### config.mk
export PLATFORM = sky130hd
export DESIGN_NAME = depth_pixel_pair_reconstruct_top_flat
export DESIGN_NICKNAME = d
export VERILOG_FILES = /design/src/hw/rtl/dppr_pkg.sv /design/src/hw/rtl/dppr_in_if.sv /design/src/hw/rtl/dppr_out_if.sv /design/src/hw/rtl/dppr_cfg.sv /design/src/hw/rtl/dppr_pixel.sv /design/src/hw/rtl/depth_pixel_pair_reconstruct_top.sv /design/src/flat_wrapper.sv
export SDC_FILE = /design/constraint.sdc
export NUM_CORES = 1
export LEC_CHECK = 0
export BUFFER_PORTS_ARGS = -buffer_cell sky130_fd_sc_hd__clkbuf_2
export CORE_MARGIN = 2
export CORE_UTILIZATION = 45
export DETAILED_ROUTE_END_ITERATION = 8
export SYNTH_ARGS = -nofsm -noshare
export SYNTH_HDL_FRONTEND = slang
export SYNTH_SLANG_ARGS = --single-unit
export TNS_END_PERCENT = 20
### constraint.sdc
create_clock -name i_clk -period 37.1 [get_ports i_clk]
set_input_delay 1.855 -clock i_clk [delete_from_list [all_inputs] [get_ports i_clk]]
set_output_delay 1.855 -clock i_clk [all_outputs]
set_load 0.01 [all_outputs]
### src/hw/rtl/dppr_pkg.sv
// Shared types, widths and constants of the depth pixel pair reconstruction.
// No dependencies; imported by every other file of the block but the macro header.
package dppr_pkg;

    localparam int CODE_W    = 11;   // configured code width
    localparam int JOIN_W    = 12;   // joined high/low code
    localparam int WIDE_W    = 13;   // rescaled code before dequantization
    localparam int PROD_W    = 23;   // scaled numerator
    localparam int DEPTH_W   = 14;   // millimetres
    localparam int BYTE_W    = 8;
    localparam int NIB_W     = 4;
    localparam int CFG_IDX_W = 1;

    localparam int SCALE_DIV  = 2047;
    localparam int SCALE_BIAS = 1023;

    localparam logic [CODE_W-1:0] MIN_CODE_RST = 11'd0;
    localparam logic [CODE_W-1:0] MAX_CODE_RST = 11'd2047;

    localparam logic [DEPTH_W-1:0] DEPTH_MAX = 14'd11824;

    // Register indexes
    localparam logic [CFG_IDX_W-1:0] CFG_MIN_CODE = 1'b0;
    localparam logic [CFG_IDX_W-1:0] CFG_MAX_CODE = 1'b1;

    // Rescale selection, settled when a register is written
    typedef enum logic [2:0] {
        MODE_PASS  = 3'b001,
        MODE_SHIFT = 3'b010,
        MODE_SCALE = 3'b100
    } t_rescale_mode;

    typedef struct packed {
        t_rescale_mode     mode;
        logic [CODE_W-1:0] range;
        logic [CODE_W-1:0] min_code;
    } t_cfg_ctl;

    // Piecewise-linear dequantization to millimetres
    function automatic logic [DEPTH_W-1:0] dequant(input logic [WIDE_W-1:0] code);
        logic [DEPTH_W-1:0] d;
        logic [DEPTH_W-1:0] res;
        d = DEPTH_W'(code);
        if (d == '0) begin
            res = '0;
        end else if (d < 14'd550) begin
            res = d + 14'd200;
        end else if (d < 14'd925) begin
            res = 14'd750 + ((d - 14'd550) << 1);
        end else if (d < 14'd1300) begin
            res = 14'd1500 + ((d - 14'd925) << 2);
        end else if (d < 14'd1675) begin
            res = 14'd3000 + ((d - 14'd1300) << 3);
        end else if (d < 14'd2040) begin
            res = 14'd6000 + ((d - 14'd1675) << 4);
        end else begin
            res = '0;   // invalid code
        end
        return res;
    endfunction

endpackage

### src/hw/rtl/dppr_in_if.sv
// Input channel: one packed high byte and two low bytes per beat.
// Depends on dppr_pkg for field widths.
interface dppr_in_if import dppr_pkg::*; ();
    logic              valid;
    logic              ready;
    logic [BYTE_W-1:0] high_pair;
    logic [BYTE_W-1:0] low_first;
    logic [BYTE_W-1:0] low_second;

    modport source (output valid, high_pair, low_first, low_second, input ready);
    modport sink   (input valid, high_pair, low_first, low_second, output ready);
endinterface

### src/hw/rtl/dppr_out_if.sv
// Output channel: two depths in millimetres per beat.
// Depends on dppr_pkg for field widths.
interface dppr_out_if import dppr_pkg::*; ();
    logic               valid;
    logic               ready;
    logic [DEPTH_W-1:0] depth_first;
    logic [DEPTH_W-1:0] depth_second;

    modport source (output valid, depth_first, depth_second, input ready);
    modport sink   (input valid, depth_first, depth_second, output ready);
endinterface

### src/hw/rtl/dppr_cfg.sv
// Frame code span registers and the rescale mode derived from them.
// Depends on dppr_pkg.
module dppr_cfg import dppr_pkg::*; (
    input  logic                 i_clk,
    input  logic                 i_rst_n,
    input  logic                 i_cfg_we,
    input  logic [CFG_IDX_W-1:0] i_cfg_idx,
    input  logic [CODE_W-1:0]    i_cfg_data,
    output t_cfg_ctl             o_ctl
);
    logic [CODE_W-1:0] r_min_code, n_min_code;
    logic [CODE_W-1:0] r_max_code, n_max_code;
    t_rescale_mode     r_mode, n_mode;
    logic [CODE_W-1:0] r_range, n_range;
    logic [CODE_W-1:0] diff;

    // register write
    always_comb begin
        n_min_code = r_min_code;
        n_max_code = r_max_code;
        if (i_cfg_we) begin
            case (i_cfg_idx)
                CFG_MIN_CODE: n_min_code = i_cfg_data;
                CFG_MAX_CODE: n_max_code = i_cfg_data;
                default: ;
            endcase
        end
    end

    // classify range = max - min + 1
    always_comb begin
        diff    = n_max_code - n_min_code;
        n_range = '0;
        if (n_max_code >= n_min_code) begin
            if (diff == '1) begin
                n_mode = MODE_PASS;          // full span
            end else if (diff == '0) begin
                n_mode = MODE_SHIFT;         // single code
            end else begin
                n_mode  = MODE_SCALE;
                n_range = diff + 11'd1;
            end
        end else if (diff == '1) begin
            n_mode = MODE_SHIFT;             // max just below min: empty span
        end else begin
            n_mode = MODE_PASS;              // wrapped span
        end
    end

    always_ff @(posedge i_clk) begin
        if (!i_rst_n) begin
            r_min_code <= MIN_CODE_RST;
            r_max_code <= MAX_CODE_RST;
            r_mode     <= MODE_PASS;
            r_range    <= '0;
        end else begin
            r_min_code <= n_min_code;
            r_max_code <= n_max_code;
            r_mode     <= n_mode;
            r_range    <= n_range;
        end
    end

    assign o_ctl.mode     = r_mode;
    assign o_ctl.range    = r_range;
    assign o_ctl.min_code = r_min_code;
endmodule

### src/hw/rtl/dppr_pixel.sv
// Rebuild, rescale and dequantize one depth pixel, purely combinational.
// Depends on dppr_pkg.
module dppr_pixel import dppr_pkg::*; (
    input  logic [NIB_W-1:0]   i_nibble,
    input  logic [BYTE_W-1:0]  i_low,
    input  t_cfg_ctl           i_cfg,
    output logic [DEPTH_W-1:0] o_depth
);
    logic [NIB_W-1:0]  hi;
    logic [BYTE_W-1:0] low_f;
    logic [JOIN_W-1:0] x;
    logic [JOIN_W-1:0] xm1;
    logic [PROD_W-1:0] prod;
    logic [PROD_W-1:0] num;
    logic [JOIN_W-1:0] q0;
    logic [WIDE_W-1:0] rem;
    logic [WIDE_W-1:0] quot;
    logic [WIDE_W-1:0] code;

    // join high part and (folded) low byte
    always_comb begin
        hi    = i_nibble - 4'd1;
        low_f = hi[0] ? ~i_low : i_low;
        x     = {hi, low_f};
        if (x == '0) begin
            x = 12'd1;
        end
        xm1 = x - 12'd1;
    end

    // n / 2047 with n = q0*2048 + lo: remainder lo + q0 stays below 3*2047
    always_comb begin
        prod = PROD_W'(xm1) * PROD_W'(i_cfg.range);
        num  = prod + PROD_W'(SCALE_BIAS);
        q0   = num[PROD_W-1:CODE_W];
        rem  = WIDE_W'(num[CODE_W-1:0]) + WIDE_W'(q0);
        quot = WIDE_W'(q0)
             + WIDE_W'(rem >= WIDE_W'(SCALE_DIV))
             + WIDE_W'(rem >= WIDE_W'(2 * SCALE_DIV));
    end

    // rescale select
    always_comb begin
        case (i_cfg.mode)
            MODE_PASS:  code = WIDE_W'(x);
            MODE_SHIFT: code = WIDE_W'(xm1) + WIDE_W'(i_cfg.min_code);
            MODE_SCALE: code = quot + WIDE_W'(i_cfg.min_code);
            default:    code = WIDE_W'(x);
        endcase
    end

    assign o_depth = (i_nibble == '0) ? '0 : dequant(code);
endmodule

### src/hw/rtl/depth_pixel_pair_reconstruct_top.sv
// Top level of the depth pixel pair reconstruction.
// Depends on dppr_pkg, dppr_in_if, dppr_out_if, dppr_cfg and dppr_pixel.
//
// Usage:
//   i_in_ch carries one beat per pixel pair: high_pair (low nibble first
//   pixel, high nibble second), low_first and low_second. o_out_ch returns
//   one beat per input beat with depth_first and depth_second in mm.
//   The config port (i_cfg_we, i_cfg_idx, i_cfg_data) writes min_code
//   (index 0) or max_code (index 1); write only while no beat is in flight.
//   A beat accepted into the input register runs through the rebuild,
//   rescale and dequantization logic into the output register, which
//   drives o_out_ch. One beat per cycle is sustained while the receiver is
//   ready; the input register and output register form a two-deep pipeline.
//   If the receiver stalls, the output beat holds; an empty input register
//   still takes one more beat, then ready drops until the output drains.
//   Synchronous reset empties both stages and sets min_code to 0 and
//   max_code to 2047 (pass-through rescale).
module depth_pixel_pair_reconstruct_top import dppr_pkg::*; (
    input  logic                 i_clk,
    input  logic                 i_rst_n,
    dppr_in_if.sink              i_in_ch,
    dppr_out_if.source           o_out_ch,
    input  logic                 i_cfg_we,
    input  logic [CFG_IDX_W-1:0] i_cfg_idx,
    input  logic [CODE_W-1:0]    i_cfg_data
);
    t_cfg_ctl cfg_ctl;

    logic              r_s1_valid;
    logic [BYTE_W-1:0] r_high_pair;
    logic [BYTE_W-1:0] r_low_first;
    logic [BYTE_W-1:0] r_low_second;

    logic               r_out_valid;
    logic [DEPTH_W-1:0] r_depth_first;
    logic [DEPTH_W-1:0] r_depth_second;

    logic [DEPTH_W-1:0] depth_first;
    logic [DEPTH_W-1:0] depth_second;

    logic out_free;
    logic s1_free;
    logic in_take;

    dppr_cfg u_cfg (
        .i_clk      (i_clk),
        .i_rst_n    (i_rst_n),
        .i_cfg_we   (i_cfg_we),
        .i_cfg_idx  (i_cfg_idx),
        .i_cfg_data (i_cfg_data),
        .o_ctl      (cfg_ctl)
    );

    // handshake: each stage loads when it is empty or being drained
    assign out_free = !r_out_valid || o_out_ch.ready;
    assign s1_free  = !r_s1_valid || out_free;
    assign in_take  = i_in_ch.valid && s1_free;
    assign i_in_ch.ready = s1_free;

    // input register
    always_ff @(posedge i_clk) begin
        if (!i_rst_n) begin
            r_s1_valid <= 1'b0;
        end else if (s1_free) begin
            r_s1_valid <= i_in_ch.valid;
        end
    end

    always_ff @(posedge i_clk) begin
        if (in_take) begin
            r_high_pair  <= i_in_ch.high_pair;
            r_low_first  <= i_in_ch.low_first;
            r_low_second <= i_in_ch.low_second;
        end
    end

    // per-pixel datapath
    dppr_pixel u_pix_first (
        .i_nibble (r_high_pair[NIB_W-1:0]),
        .i_low    (r_low_first),
        .i_cfg    (cfg_ctl),
        .o_depth  (depth_first)
    );

    dppr_pixel u_pix_second (
        .i_nibble (r_high_pair[BYTE_W-1:NIB_W]),
        .i_low    (r_low_second),
        .i_cfg    (cfg_ctl),
        .o_depth  (depth_second)
    );

    // output register
    always_ff @(posedge i_clk) begin
        if (!i_rst_n) begin
            r_out_valid <= 1'b0;
        end else if (out_free) begin
            r_out_valid <= r_s1_valid;
        end
    end

    always_ff @(posedge i_clk) begin
        if (out_free && r_s1_valid) begin
            r_depth_first  <= depth_first;
            r_depth_second <= depth_second;
        end
    end

    assign o_out_ch.valid        = r_out_valid;
    assign o_out_ch.depth_first  = r_depth_first;
    assign o_out_ch.depth_second = r_depth_second;
endmodule

### src/flat_wrapper.sv
// flat-port wrapper written by rule: the top's interface ports become plain ports
module depth_pixel_pair_reconstruct_top_flat import dppr_pkg::*;
  (i_clk, i_rst_n, i_cfg_we, i_cfg_idx, i_cfg_data, i_in_ch_valid, i_in_ch_high_pair, i_in_ch_low_first, i_in_ch_low_second, i_in_ch_ready, o_out_ch_valid, o_out_ch_depth_first, o_out_ch_depth_second, o_out_ch_ready);
  dppr_in_if i_in_ch_i ();
  dppr_out_if o_out_ch_i ();
  input  logic i_clk;
  input  logic i_rst_n;
  input  logic i_cfg_we;
  input  logic [CFG_IDX_W-1:0] i_cfg_idx;
  input  logic [CODE_W-1:0] i_cfg_data;
  input wire logic [$bits(i_in_ch_i.valid)-1:0] i_in_ch_valid;
  input wire logic [$bits(i_in_ch_i.high_pair)-1:0] i_in_ch_high_pair;
  input wire logic [$bits(i_in_ch_i.low_first)-1:0] i_in_ch_low_first;
  input wire logic [$bits(i_in_ch_i.low_second)-1:0] i_in_ch_low_second;
  output wire logic [$bits(i_in_ch_i.ready)-1:0] i_in_ch_ready;
  output wire logic [$bits(o_out_ch_i.valid)-1:0] o_out_ch_valid;
  output wire logic [$bits(o_out_ch_i.depth_first)-1:0] o_out_ch_depth_first;
  output wire logic [$bits(o_out_ch_i.depth_second)-1:0] o_out_ch_depth_second;
  input wire logic [$bits(o_out_ch_i.ready)-1:0] o_out_ch_ready;
  assign i_in_ch_i.valid = i_in_ch_valid;
  assign i_in_ch_i.high_pair = i_in_ch_high_pair;
  assign i_in_ch_i.low_first = i_in_ch_low_first;
  assign i_in_ch_i.low_second = i_in_ch_low_second;
  assign i_in_ch_ready = i_in_ch_i.ready;
  assign o_out_ch_valid = o_out_ch_i.valid;
  assign o_out_ch_depth_first = o_out_ch_i.depth_first;
  assign o_out_ch_depth_second = o_out_ch_i.depth_second;
  assign o_out_ch_i.ready = o_out_ch_ready;
  depth_pixel_pair_reconstruct_top u_core (.i_clk(i_clk), .i_rst_n(i_rst_n), .i_in_ch(i_in_ch_i), .o_out_ch(o_out_ch_i), .i_cfg_we(i_cfg_we), .i_cfg_idx(i_cfg_idx), .i_cfg_data(i_cfg_data));
endmodule
# Word-level counts from Yosys, hierarchy flattened
# Index checks and enable logic that the tools add are counted.
[totals]
reg_bits = 90
out_inout_bits = 30
wordCells = 111
[op_classes]
addsub = 36
multipliers = 2
n_lt_le_gt_ge = 15
n_eq_ne = 3
n_mux = 24
bitwise = 4
n_reduce_logical = 16
[ops]
columns = ["op", "n"]
rows = [
  ["14-bit two-way mux", 10],
  ["13-bit by 11-bit less-than comparator with 1-bit output (second input constant)", 6],
  ["13-bit by 10-bit less-than comparator with 1-bit output (second input constant)", 4],
  ["13-bit case mux with 2 select lines", 2],
  ["23-bit by 10-bit adder with 23-bit output (second input constant)", 2],
  ["12-bit by 11-bit multiplier with 23-bit output", 2],
  ["11-bit two-way mux", 4],
  ["10-bit by 14-bit adder with 14-bit output (first input constant)", 2],
  ["11-bit by 14-bit adder with 14-bit output (first input constant)", 2],
  ["12-bit by 14-bit adder with 14-bit output (first input constant)", 2],
  ["13-bit by 14-bit adder with 14-bit output (first input constant)", 2],
  ["13-bit by 8-bit adder with 14-bit output (second input constant)", 2],
  ["11-bit by 12-bit adder with 13-bit output", 2],
  ["12-bit by 1-bit adder with 13-bit output", 2],
  ["12-bit by 11-bit adder with 13-bit output", 2],
  ["13-bit by 1-bit adder with 13-bit output", 2],
  ["13-bit by 11-bit adder with 13-bit output", 2],
  ["13-bit by 11-bit greater-or-equal comparator with 1-bit output (second input constant)", 2],
  ["13-bit by 12-bit greater-or-equal comparator with 1-bit output (second input constant)", 2],
  ["13-bit logical NOT", 2],
  ["13-bit by 10-bit subtractor with 13-bit output (second input constant)", 2],
  ["12-bit logical NOT", 2],
  ["12-bit two-way mux", 2],
  ["12-bit by 1-bit subtractor with 12-bit output (second input constant)", 2],
  ["22 further kinds", 36],
]

# Longest topological paths before layout
[logic_depth]
ltp_word = 20
ltp_mapped = 67
ltp_nobuf = 60

# By module
# Synthesis repeated with hierarchy kept, for this count alone.
[hier_totals]
hier_cells = 2740
hier_area_um2 = 22685.5
[by_module_without_submodules]
columns = ["module", "instances", "cells_per_inst", "area_each_um2"]
rows = [
  ["dppr_pixel at u_core.u_pix_first", 1, 1237, 9587.9],
  ["dppr_pixel at u_core.u_pix_second", 1, 1223, 9402.8],
  ["dppr_cfg", 1, 219, 2029.4],
  ["depth_pixel_pair_reconstruct_top", 1, 61, 1665.3],
]

# Worst setup path before layout
# OpenSTA, ideal clock, no wires.
[synth_path]
path_type = "reg-to-reg"
from = "register u_core.r_high_pair[4]"
to = "register u_core.r_depth_second[8], in the netlist u_core.o_out_ch.depth_second[8] (data pin)"
arrival_ns = 14.161
required_time_ns = 36.953
path_slack_ns = 22.792
path_stages_with_launch = 63
synth_period_minus_slack_ns = 14.308
cell_sequence = "edfxtp_1 -> buf_4 -> buf_4 -> clkbuf_1 -> inv_1 -> ha_1 -> xnor2_1 -> nand3_1 -> nor4_4 -> nor2_1 -> clkbuf_1 -> ha_1 -> nand2b_1 -> a21oi_1 -> nor2_1 -> xnor2_1 -> clkbuf_1 -> nand2_1 -> [... 27 more ...] -> mux2i_1 -> fa_1 -> ha_1 -> fa_1 -> xor2_1 -> a22oi_1 -> o21ai_1 -> clkbuf_1 -> inv_1 -> ha_1 -> o21ai_1 -> nor2_4 -> nor4_2 -> o21ai_2 -> a21oi_2 -> a221oi_1 -> or4_1 -> a21oi_1"
[synth_via]
elab_chain_len = 20
[synth_lines]
columns = ["element", "line", "source"]
rows = [
  ["start, declared", "depth_pixel_pair_reconstruct_top.sv:30", "logic [BYTE_W-1:0] r_high_pair;"],
  ["start signal, assigned", "depth_pixel_pair_reconstruct_top.sv:71", "r_high_pair <= i_in_ch.high_pair;"],
  ["4-bit by 1-bit subtractor with 4-bit output", "dppr_pixel.sv:22", "hi = i_nibble - 4'd1;"],
  ["8-bit two-way mux", "dppr_pixel.sv:23", "low_f = hi[0] ? ~i_low : i_low;"],
  ["12-bit logical NOT", "dppr_pixel.sv:25", "if (x == '0) begin"],
  ["12-bit two-way mux", "dppr_pixel.sv:25", ""],
  ["12-bit by 1-bit subtractor with 12-bit output", "dppr_pixel.sv:28", "xm1 = x - 12'd1;"],
  ["12-bit by 11-bit multiplier with 23-bit output", "dppr_pixel.sv:33", "prod = PROD_W'(xm1) * PROD_W'(i_cfg.range);"],
  ["23-bit by 10-bit adder with 23-bit output", "dppr_pixel.sv:34", "num = prod + PROD_W'(SCALE_BIAS);"],
  ["11-bit by 12-bit adder with 13-bit output", "dppr_pixel.sv:36", "rem = WIDE_W'(num[CODE_W-1:0]) + WIDE_W'(q0);"],
  ["[... 4 more ...]", "-", ""],
  ["13-bit case mux with 2 select lines", "dppr_pixel.sv:44", "case (i_cfg.mode)"],
  ["10-bit subtractor", "dppr_pkg.sv:55", "res = 14'd6000 + ((d - 14'd1675) << 4);"],
  ["13-bit by 14-bit adder with 14-bit output", "dppr_pkg.sv:55", ""],
  ["14-bit two-way mux", "dppr_pkg.sv:54", "end else if (d < 14'd2040) begin"],
  ["14-bit two-way mux", "dppr_pkg.sv:52", "end else if (d < 14'd1675) begin"],
  ["14-bit two-way mux", "dppr_pkg.sv:50", "end else if (d < 14'd1300) begin"],
  ["14-bit two-way mux", "dppr_pkg.sv:48", "end else if (d < 14'd925) begin"],
  ["14-bit two-way mux", "dppr_pkg.sv:46", "end else if (d < 14'd550) begin"],
  ["end signal, assigned", "depth_pixel_pair_reconstruct_top.sv:104", "r_depth_second <= depth_second;"],
  ["end, declared", "depth_pixel_pair_reconstruct_top.sv:36", "logic [DEPTH_W-1:0] r_depth_second;"],
]
# Parallel ways exist; a longest one is shown, timed or not.
# A chain may end at the register's enable or synchronous reset.

# Worst setup path after layout
[layout_path]
from = "register u_core.r_high_pair[4]"
to = "register u_core.r_depth_second[5], in the netlist u_core.o_out_ch.depth_second[5] (data pin)"
# Same word-level chain as after synthesis.

==> reports/qor.txt <==
largest area contributor in the netlist -> fa_1
via/cell ratio -> 5.84
Crit. End Element -> flip-flop
hold path endpoint -> u_core.u_cfg.r_max_code[0]
Die H -> 225 um
fraction of layout instances using a drive strength above 1 -> 0.0900
Worst-Margin Slew -> 1.18 ns
hold-fix buffers at CTS -> 0
count of cells resized by post-cts repair -> 0
critical path class -> flip-flop to flip-flop
area of the multi-input gates -> 18,100 um^2
initial antenna violation count -> 0
CP max-delay cell -> edfxtp_1
cell mode on critical path -> fa_1
Final Hold Viols -> 0
r2r endpoint -> u_core.o_out_ch.depth_second[5]
Total Wirelength -> 62.8 mm
WP data arrival -> 16.26 ns
Routed Antenna Nets -> 0
via count of the first global-routing pass -> 18,800
GR Util All Layers -> 0.255
Die X -> 225 um
Port Buffers -> 70
sequential share of the synthesized area -> 0.106
DRC -> 0
register clock-pin slew on the reported worst setup and hold paths -> 0.08 ns
Main synth FF type -> edfxtp_1
Slew Limit Fails -> 0
Placer Congestion -> 0.926
Filler cells -> 4,664
hold path depth -> 2
Syn Area/Cell -> 8.51 um^2
Storage cell area -> 2320 um^2
R2R Setup Slk -> 20.93 ns
unrepaired setup endpoints after global routing -> false
via count -> 18,700
GRT overflow -> 0
post-synth top area share -> 0.187
Final Cycle Share -> 0.436
synth top area cells -> fa_1 (19%), ha_1 (15%), edfxtp_1 (7.1%)
Cells after Synth -> 2,575
worst reg-to-reg path cell count -> 55
Critical Path Max Stage Delay -> 1.03 ns
Hold Startpoint -> u_core.u_cfg.r_max_code[0]
status -> complete, no violations
largest net degree at the start of global routing -> 29
Worst R2R Start -> u_core.r_high_pair[4]
global-route wire length before repair -> 102 mm
DR pass1 iterations -> 5
final worst path period need -> 16.17 ns
Worst slew margin -> 0.208
CP Launch Type -> flip-flop
Netlist cell types -> 117
Hold WC Path Type -> flip-flop to flip-flop
HPWL after detailed placement -> 49.9 mm
CTS Buf Count -> 9
asr flop ratio synth -> 0
#FFs+latches synth -> 90
Setup-failing EPs final -> 0
Root Driver -> clkbuf_16
max-cap viol count -> 0
TritonCTS clock tree -> done
Syn. warnings -> 0
worst-path maximum fanout -> 28
starting density of the core -> 0.457
Mapped Nets -> 3,081
placeable core area -> 47,900 um^2
Setup TNS Final -> 0 ns
Final #Nets -> 3,090
H-tree levels -> 3
number of synthesized flops with an enable pin -> 52
Die Area -> 50,500 um^2
area delta synth->final -> 5.56%
CP required -> 37.20 ns
# clock sinks -> 90
IO Pins -> 71
Wirelength per Cell -> 19.6 um
Row Count -> 80
clock skew -> 0.0167 ns
clk_lat worst skew -> 0.39 ns
Mapped Area -> 21,900 um^2
max frequency -> 0.0619 GHz
drt first-iter violations -> 1,574
clk buf depth -> 2
total setup buffers inserted after CTS -> 0
worst max-delay path by stage:
| stage | start | endpoint | cells after the start |
|---|---|---|---|
| 6_report | u_core.r_high_pair[4] | u_core.o_out_ch.depth_second[5] | 55 |
| 3_3_place_gp | u_core.r_high_pair[4] | u_core.o_out_ch.depth_second[5] | 55 |
| 2_1_floorplan | u_core.r_high_pair[4] | u_core.o_out_ch.depth_second[8] | 62 |
| 5_1_grt | u_core.r_high_pair[4] | u_core.o_out_ch.depth_second[5] | 55 |
| 4_1_cts | u_core.r_high_pair[4] | u_core.o_out_ch.depth_second[5] | 55 |
| 3_5_place_dp | u_core.r_high_pair[4] | u_core.o_out_ch.depth_second[5] | 55 |
through the flow:
step | hold slack, ns | instance area, um^2 | instances | utilization | worst slack, ns
detailed placement | 0.489 | 22800 | 3188 | 0.476 | 21.06
global placement | 0.462 | 22800 | 3188 | 0.476 | 21.46
global route | 0.540 | 23100 | 3204 | 0.483 | 19.73
CTS | 0.512 | 23100 | 3204 | 0.483 | 20.93
finish | 0.499 | 23100 | 3205 | 0.483 | 20.93
floorplan | 0.447 | 21900 | 2575 | - | 22.79
cell usage after synthesis (11+ instances only):
| cell type | n |
|---|---|
| a211o_1 | 15 |
| a211oi_1 | 23 |
| a21o_1 | 52 |
| a21oi_1 | 127 |
| a22oi_1 | 13 |
| a31oi_1 | 20 |
| and2_1 | 145 |
| and3_1 | 18 |
| buf_2 | 21 |
| buf_4 | 13 |
| clkbuf_1 | 72 |
| dfxtp_1 | 38 |
| edfxtp_1 | 52 |
| fa_1 | 205 |
| ha_1 | 260 |
| inv_1 | 250 |
| mux2_2 | 13 |
| mux2i_1 | 25 |
| nand2_1 | 220 |
| nand2b_1 | 24 |
| nand3_1 | 52 |
| nand4_1 | 18 |
| nor2_1 | 158 |
| nor2b_1 | 51 |
| nor3_1 | 52 |
| nor4_1 | 11 |
| o211ai_1 | 16 |
| o21a_1 | 20 |
| o21ai_0 | 75 |
| o21ai_1 | 17 |
| o22ai_1 | 20 |
| or2_2 | 14 |
| or3_1 | 15 |
| xnor2_1 | 167 |
| xor2_1 | 58 |
worst max-delay path: cells and delay by family, from the launching register on:
kind / cells / cell delay [ns]
adder cells (fa/ha/maj): 12 / 4.90
AO/OA/AOI/OAI: 21 / 4.68
AND/OR/NAND/NOR: 12 / 3.27
XOR/XNOR: 3 / 1.18
flip-flops: 1 / 1.03
buffers and inverters: 6 / 0.59
multiplexers: 1 / 0.21
routing by layer:
metal,wire length [um],track usage,vias up
met2,29000,0.419,528
li1,-,-,8921
met3,3350,0.0272,80
met1,29200,0.360,9174
met4,1300,0.0626,0
met5,0,0,-
area by class of cell:
type	instances	area share
repair buffers	108	0.0275
diodes	1	0.000108
clock inverters	7	0.00341
inverters	257	0.0419
multi-input cells	2118	0.784
flip-flops and latches	90	0.100
well taps	615	0.0332
clock buffers	9	0.00973
state kept, by name, summed over array words and instances, names as in the netlist:
name and count:
u_core.r_s1_valid 1, u_core.u_cfg.r_max_code 11, u_core.r_low_first 8, u_core.u_cfg.r_min_code 11, u_core.o_out_ch.depth_second 14, u_core.u_cfg.r_mode 3
u_core.o_out_ch.depth_first 14, u_core.u_cfg.r_range 11, u_core.o_out_ch.valid 1, u_core.r_high_pair 8, u_core.r_low_second 8
cells by family after synthesis:
family	count (synthesis)	synth area share
AND/OR/NAND/NOR	830	0.198
AO/OA/AOI/OAI	557	0.183
adder cells (fa/ha/maj)	465	0.336
buffers and inverters	367	0.0672
XOR/XNOR	228	0.0921
flip-flops	90	0.106
multiplexers	38	0.0181
placed cells by master (no fill, tap or decap), types with 23 or more instances in the layout:
cell type / n
and2_1: 145
nor2b_1: 50
o21ai_0: 75
clkbuf_2: 70
a21o_1: 52
nand3_1: 52
nand2b_1: 24
a211oi_1: 23
buf_4: 38
nor3_1: 52
inv_1: 250
nor2_1: 158
xnor2_1: 167
nand2_1: 220
a21oi_1: 127
xor2_1: 58
edfxtp_1: 52
mux2i_1: 25
dfxtp_1: 38
fa_1: 205
ha_1: 260
Power is not shown: default switching activity piles up to over one toggle a cycle in this logic, so the estimate is an artifact.
